File: config.mk
export PLATFORM = sky130hd
export DESIGN_NAME = pbnc_mac
export DESIGN_NICKNAME = d
export VERILOG_FILES = /design/src/design/pbnc_pkg.sv /design/src/design/pbnc_mac.sv
export SDC_FILE = /design/constraint.sdc
export NUM_CORES = 1
export LEC_CHECK = 0
export BUFFER_PORTS_ARGS = -buffer_cell sky130_fd_sc_hd__buf_2
export CAP_MARGIN = 20
export CORE_UTILIZATION = 50
export DETAILED_ROUTE_END_ITERATION = 8
export PLACE_DENSITY = 0.8
export REMOVE_ABC_BUFFERS = 1
export SLEW_MARGIN = 20
export SYNTH_ARGS = -nofsm -noshare
export SYNTH_HDL_FRONTEND = slang
export SYNTH_SLANG_ARGS = --single-unit
File: constraint.sdc
create_clock -name clk -period 13.95 [get_ports clk]
set_input_delay 2.0925 -clock clk [delete_from_list [all_inputs] [get_ports clk]]
set_output_delay 2.0925 -clock clk [all_outputs]
set_load 0.005 [all_outputs]
File: src/design/pbnc_pkg.sv
// Package for the palette blend nearest-color block.
// Holds the widths, codes, the shared unit's operation type and small helper functions.
// No dependencies.
package pbnc_pkg;

  localparam int PAL_SIZE_DEF = 256;

  // Shared multiply-accumulate unit operand and accumulator widths.
  localparam int MAC_A_W   = 8;
  localparam int MAC_B_W   = 22;
  localparam int MAC_ACC_W = 32;

  // Blended channel sums reach 255 * 4096 at most.
  localparam int BLEND_W = 20;

  localparam int WEIGHT_W = 13;
  localparam logic [WEIGHT_W-1:0] WEIGHT_FULL = 13'd4096;
  localparam logic [6:0]          PCT_FULL    = 7'd100;
  localparam logic [6:0]          PCT_RESET   = 7'd66;
  // ceil(2^22 / 25): (pct * 1024) / 25 equals (pct * WEIGHT_RECIP) >> 12 for pct <= 100.
  localparam logic [17:0]         WEIGHT_RECIP = 18'd167773;

  localparam logic MODE_LOAD  = 1'b0;
  localparam logic MODE_QUERY = 1'b1;

  localparam logic [1:0] CH_RED   = 2'd0;
  localparam logic [1:0] CH_GREEN = 2'd1;
  localparam logic [1:0] CH_BLUE  = 2'd2;

  typedef struct packed {
    logic                      en;
    logic                      clr;
    logic [MAC_A_W-1:0]        a;
    logic signed [MAC_B_W-1:0] b;
  } pbnc_mac_op_t;

  // Front weight from the translucency percentage, saturated at one hundred.
  function automatic logic [WEIGHT_W-1:0] pbnc_weight(input logic [6:0] pct);
    logic [6:0]  p;
    logic [24:0] prod;
    p    = (pct > PCT_FULL) ? PCT_FULL : pct;
    prod = 25'(p) * 25'(WEIGHT_RECIP);
    return prod[24:12];
  endfunction

  // Palette entries pack red in the top byte, then green, then blue.
  function automatic logic [7:0] pbnc_chan(input logic [23:0] col, input logic [1:0] ch);
    logic [7:0] v;
    case (ch)
      CH_RED:   v = col[23:16];
      CH_GREEN: v = col[15:8];
      CH_BLUE:  v = col[7:0];
      default:  v = 8'd0;
    endcase
    return v;
  endfunction

endpackage

File: src/design/pbnc_mac.sv
// Shared multiply-accumulate unit: operand register, product register, accumulator.
// An issued operation passes the operand and product registers before it reaches the accumulator.
// Depends on pbnc_pkg.
module pbnc_mac (
  input  logic                                clk,
  input  logic                                rst_n,
  input  pbnc_pkg::pbnc_mac_op_t              op,
  output logic signed [pbnc_pkg::MAC_ACC_W-1:0] acc
);
  import pbnc_pkg::*;

  localparam int PROD_W = MAC_A_W + 1 + MAC_B_W;

  pbnc_mac_op_t               op_r;
  logic                       prod_en_r;
  logic                       prod_clr_r;
  logic signed [PROD_W-1:0]   prod_r;
  logic signed [MAC_ACC_W-1:0] acc_r;

  always_ff @(posedge clk) begin
    if (!rst_n) begin
      op_r.en    <= 1'b0;
      op_r.clr   <= 1'b0;
      prod_en_r  <= 1'b0;
      prod_clr_r <= 1'b0;
    end else begin
      op_r.en    <= op.en;
      op_r.clr   <= op.clr;
      prod_en_r  <= op_r.en;
      prod_clr_r <= op_r.clr;
    end
    op_r.a <= op.a;
    op_r.b <= op.b;
    prod_r <= $signed({1'b0, op_r.a}) * op_r.b;
    if (prod_en_r) begin
      if (prod_clr_r) begin
        acc_r <= MAC_ACC_W'(prod_r);
      end else begin
        acc_r <= acc_r + MAC_ACC_W'(prod_r);
      end
    end
  end

  assign acc = acc_r;

endmodule

## Word level (Yosys, flattened, before mapping)

Index checks and enable logic that the tools add are counted.
W data, S select, Z words.

| storage, ports and cells | value |
|---|---|
| register bits | 97 |
| input bits | 34 |
| output and inout port bits | 32 |
| word-level logic and storage cells | 11 |

| operators by class | value |
|---|---|
| add/sub/neg operators | 1 |
| $mul | 1 |
| muxes and demuxes | 1 |

Operators with widths:

| kind | count |
|---|---|
| $add A32 B31 Y32 | 1 |
| $mux W32 | 1 |
| $mul A9 B22 Y31 | 1 |

## Longest topological paths before layout

| logic depth | value |
|---|---|
| depth after elaboration | 2 |
| gate-level depth with buffers | 20 |

## Least setup slack after synthesis

OpenSTA, ideal clock, no wires.

| timing path | value |
|---|---|
| path type | reg2reg |
| from | register op_r[22] (netlist name) |
| to | register prod_r[28] |
| data arrival time | 4850 ps |
| setup slack | 9028 ps |
| cell stages (with the launch flop) | 20 |
| cell sequence | dfxtp_1 clkbuf_1 nand2_1 fa_1 inv_1 fa_1 fa_1 inv_1 fa_1 inv_1 ha_1 and3_1 a221oi_2 a22oi_2 a221oi_4 o311a_2 nor2_1 o21a_1 o41ai_2 xnor2_1 |

| on the way | value |
|---|---|
| cells in the longest elaborated chain, start to end | 1 |

Ends and longest elaborated chain:

| item | RTL line | source |
|---|---|---|
| start, declared | pbnc_mac.sv:14 | `pbnc_mac_op_t op_r;` |
| $mul A9 B22 Y31 | pbnc_mac.sv:34 | `prod_r <= $signed({1'b0, op_r.a}) * op_r.b;` |
| end signal, assigned | pbnc_mac.sv:34 |  |
| end, declared | pbnc_mac.sv:17 | `logic signed [PROD_W-1:0] prod_r;` |

Every way passes these cells.
A chain may end at the register's enable or synchronous reset.

## Final worst setup path

Ends and elaborated chain as after synthesis.

==> flow_summary_export.csv <==
group,metric,value,unit
critical_path,arrival,5.86,ns
critical_path,cp_slowest_cell,"sky130_fd_sc_hd__dfxtp_1",
cts,cts_num_sinks,97,
floorplan,dieWidth,146,um
drt,routed-via-count,7580,
placement,placedInstanceArea,10900,um2
critical_path,worst_r2r_endpoint,"prod_r[28]",
logic_synthesis,post_synth_instance_area,10300,um2
finish,multi_input_logic_area,7180,um2
critical_path,crit_required,14.25,ns
logic_synthesis,synth_top_flop_cell,"sky130_fd_sc_hd__dfxtp_1",
timing,slew-limit-headroom,45.6,%
global_routing,grt_antenna_before_repair,0,
critical_path,crit_path_max_cell_delay,0.85,ns
drt,first_pass_iters,5,
power_and_ir_drop,worst_ir_drop_vdd,0.0899,mV
cts,cts.clk_slew.worst_paths,0.07,ns
worst_hold_path,timing.hold.worst.class,"flip-flop to flip-flop",
placement,dp_hpwl,16.7,mm
critical_path,timing.critical_path.to,"prod_r[28]",
cts,worst_skew_pair.late_latency,0.37,ns
cts,tritoncts_clock_tree,"yes",
floorplan,number_of_placement_rows,52,
timing,fmaxAchievable,0.180,GHz
drt,drt-vias-per-instance,5.28,
cts,clockBufferDepth,2,
critical_path,crit_path_frequent_cell,"sky130_fd_sc_hd__fa_1",
finish,share_of_cells_above_drive_strength_1,8.41,%
logic_synthesis,distinct_cells_synth,56,
timing,rsz0062_at_grt,"no",
finish,post-route-cell-area,11200,um2
global_routing,grt_pass1_wl,36.3,mm
critical_path,critPathTopFamily,"adder cells",
drt,finalWirelength,20.9,mm
placement,io_buffer_count,65,
finish,utilization,55.2,%
timing,setup_viol_count_final,0,
cts,clk_root_buffer_cell,"sky130_fd_sc_hd__clkbuf_16",
global_routing,grt_start_max_net_pins,67,
global_routing,global_route.usage.total,21.1,%
placement,routabilityCongestion,0.874,
cts,htree_num_levels,3,
critical_path,timing.critical_path.buf_inv,3,
power_and_ir_drop,total_leakage_power,5.58,nW
critical_path,startpoint_type,"flip-flop",
placement,place.detailed.instances,1419,
floorplan,design.die.area,21200,um2
cts,cts_setup_buffers,0,
cts,postCtsResizedCells,0,
timing,finalCriticalPeriod,5.56,ns
timing,fin_tns_setup,0,ns
timing,timing.clock.skew,0.00864,ns
floorplan,fp.coreArea,20200,um2
floorplan,dieHeight,146,um
drt,post-route-drc-count,0,
logic_synthesis,postSynthCellCount,1111,
critical_path,cp_max_fo,22,
logic_synthesis,synth_top_cell_by_area,"sky130_fd_sc_hd__fa_1",
timing,worst_hold_slack,0.448,ns
finish,flow.area_growth_from_synthesis,8.29,%
logic_synthesis,synth_sequential_area_ratio,21.9,%
timing,drv_slew,0,
logic_synthesis,synth_edf_count,32,
floorplan,boundaryPins,66,
logic_synthesis,post-synth-top-area-fraction,27.0,%
status,status,"completed",
finish,fill_count,1754,
logic_synthesis,top_post_synthesis_cells_by_count,"205 x sky130_fd_sc_hd__inv_1, 153 x sky130_fd_sc_hd__nand2_1, 139 x sky130_fd_sc_hd__fa_1, 93 x sky130_fd_sc_hd__and2_1, 93 x sky130_fd_sc_hd__ha_1",
critical_path,critical_path.reg2reg.startpoint,"op_r[22]",
critical_path,worst-r2r-cell-count,18,
power_and_ir_drop,power_density,207,nW/um2
finish,nNetsFinal,1426,
timing,timing_hold_violations_final,0,
flow_run,drv_cap,0,
floorplan,initial_utilization,51.0,%
critical_path,startpoint,"op_r[22]",
logic_synthesis,synthMostInstantiatedCell,"sky130_fd_sc_hd__inv_1",
finish,sequential_cell_area,2260,um2
critical_path,reg2reg_slack,8.39,ns
finish,finalNonFillerCells,1435,
critical_path,criticalPathCategory,"flip-flop to flip-flop",
critical_path,cp.depth,18,
logic_synthesis,synth.top_cells.by_area,"sky130_fd_sc_hd__fa_1 27%, sky130_fd_sc_hd__dfxtp_1 13%, sky130_fd_sc_hd__ha_1 11%",
critical_path,sequence_of_cells_on_the_critical_path,"nand2_1 > fa_1 > inv_1 > fa_1 > fa_1 > inv_1 > fa_1 > inv_1 > ha_1 > a21o_1 > a21oi_1 > a22oi_2 > a221oi_4 > o311a_2 > nor2_1 > o21a_1 > o41ai_2 > xnor2_1",
finish,antennaDiodeCount,0,
cts,ctsHoldBuffers,0,
cts,tritoncts.num_buffers,9,
drt,drt-wirelength-per-cell,14.6,um
logic_synthesis,synth-seq-cells,97,
critical_path,timing.critical_path.to_type,"flip-flop",
logic_synthesis,syn-mean-instance-area,9.29,um2
logic_synthesis,asyncSetResetFlopFracSynth,0,%
global_routing,grt_pass1_vias,7844,
timing,tightest_slew,0.815,ns
global_routing,globalRouteOverflowTotal,0,
drt,route.antenna.remaining_nets,0,
drt,initial_drc_count,488,
logic_synthesis,number_of_warnings_printed_during_yosys_synthesis,0,
timing,layout_worst_path_cycle_share,39.9,%
worst register-to-register path: stages (launching register included):
cell and delay, ns:
sky130_fd_sc_hd__dfxtp_1 0.85, sky130_fd_sc_hd__nand2_1 0.19, sky130_fd_sc_hd__fa_1 0.58, sky130_fd_sc_hd__inv_1 0.05, sky130_fd_sc_hd__fa_1 0.49, sky130_fd_sc_hd__fa_1 0.55, sky130_fd_sc_hd__inv_1 0.05, sky130_fd_sc_hd__fa_1 0.47
sky130_fd_sc_hd__inv_1 0.04, sky130_fd_sc_hd__ha_1 0.32, sky130_fd_sc_hd__a21o_1 0.20, sky130_fd_sc_hd__a21oi_1 0.24, sky130_fd_sc_hd__a22oi_2 0.16, sky130_fd_sc_hd__a221oi_4 0.35, sky130_fd_sc_hd__o311a_2 0.28, sky130_fd_sc_hd__nor2_1 0.05
sky130_fd_sc_hd__o21a_1 0.20, sky130_fd_sc_hd__o41ai_2 0.25, sky130_fd_sc_hd__xnor2_1 0.16
through the flow:
| step | total power [mW] | worst slack (ns) |
|---|---|---|
| final | 2.31 | 8.39 |
| after global routing | 2.55 | 8.10 |
| after CTS | 2.31 | 8.40 |
| after detailed placement | 2.05 | 8.44 |
| after global placement | 1.99 | 8.58 |
| after floorplan | 1.73 | 8.98 |
placed cells by master, fill, tap and decap left out, types with 3 or more instances in the layout:
cell / netlist / routed
sky130_fd_sc_hd__clkbuf_16: 0 / 9
sky130_fd_sc_hd__and3_1: 7 / 7
sky130_fd_sc_hd__nor3b_1: 3 / 3
sky130_fd_sc_hd__inv_1: 205 / 205
sky130_fd_sc_hd__buf_2: 1 / 65
sky130_fd_sc_hd__nand3_1: 9 / 9
sky130_fd_sc_hd__nor2b_1: 4 / 4
sky130_fd_sc_hd__nor3_1: 3 / 3
sky130_fd_sc_hd__o211ai_1: 5 / 5
sky130_fd_sc_hd__nand4_1: 4 / 4
sky130_fd_sc_hd__nand2_1: 153 / 153
sky130_fd_sc_hd__and2_1: 93 / 93
sky130_fd_sc_hd__a221o_1: 3 / 3
sky130_fd_sc_hd__edfxtp_1: 32 / 32
sky130_fd_sc_hd__a21oi_1: 44 / 44
sky130_fd_sc_hd__xor2_1: 18 / 18
sky130_fd_sc_hd__o21a_1: 5 / 5
sky130_fd_sc_hd__xnor2_1: 38 / 38
sky130_fd_sc_hd__nor4b_1: 3 / 3
sky130_fd_sc_hd__a2111oi_0: 3 / 3
sky130_fd_sc_hd__dfxtp_1: 65 / 64
sky130_fd_sc_hd__a31oi_1: 8 / 8
sky130_fd_sc_hd__fa_1: 139 / 139
sky130_fd_sc_hd__o21ai_0: 46 / 46
sky130_fd_sc_hd__ha_1: 93 / 93
sky130_fd_sc_hd__o21bai_1: 4 / 4
sky130_fd_sc_hd__nor2_1: 19 / 19
sky130_fd_sc_hd__a21o_1: 39 / 39
sky130_fd_sc_hd__nand2b_1: 3 / 3
sky130_fd_sc_hd__a211oi_1: 3 / 3
worst min path at each step:
stage	startpoint	end	slack, ns	depth (start not counted)
after CTS	op_r[31]	prod_en_r	0.45	1
after floorplan	op_r[30]	prod_clr_r	0.41	1
final	op_r[31]	prod_en_r	0.45	1
after detailed placement	op_r[31]	prod_en_r	0.43	1
after global placement	op_r[31]	prod_en_r	0.44	1
after global routing	op_r[30]	prod_clr_r	0.49	1
cell type report:
type	count	area share [%]
multi-input cells	780	64.2
clock buffers	9	2.02
inverters	205	6.89
well taps	270	3.02
clock inverters	7	0.549
repair buffers	67	3.05
flip-flops and latches	97	20.3
state kept, by name, indices dropped and copies added (netlist names):
| register | cells |
|---|---|
| prod_clr_r | 1 |
| prod_en_r | 1 |
| prod_r | 31 |
| acc | 32 |
| op_r | 32 |
routing by layer:
layer  vias up  part of all wire, %  GRT usage (%)
met5         -                    0              0
met4         0                  1.8           6.21
met3        27                  6.2           4.14
met2       226                   47           35.3
met1      3683                   45           27.8
li1       3644                    -              -
where the power goes:
part	internal (mW)	leakage [nW]	switching (mW)	total [mW]
Combinational	0.722	4.60	0.871	1.59
Clock	0.124	0.140	0.123	0.248
Sequential	0.408	0.843	0.0599	0.468
Total	1.25	5.58	1.05	2.31
cell families (layout without fill, tap and decap cells):
group                    Yosys count  count (layout)  share of synthesized area, %
AND/OR/NAND/NOR                  305             305                          14.3
buffers and inverters            234             288                          8.52
adder cells (fa/ha/maj)          232             232                          38.2
AO/OA/AOI/OAI                    185             185                          12.0
flip-flops                        97              97                          21.9
XOR/XNOR                          56              56                          4.75
multiplexers                       2               2                         0.206
(Power assumes the default switching activity.)
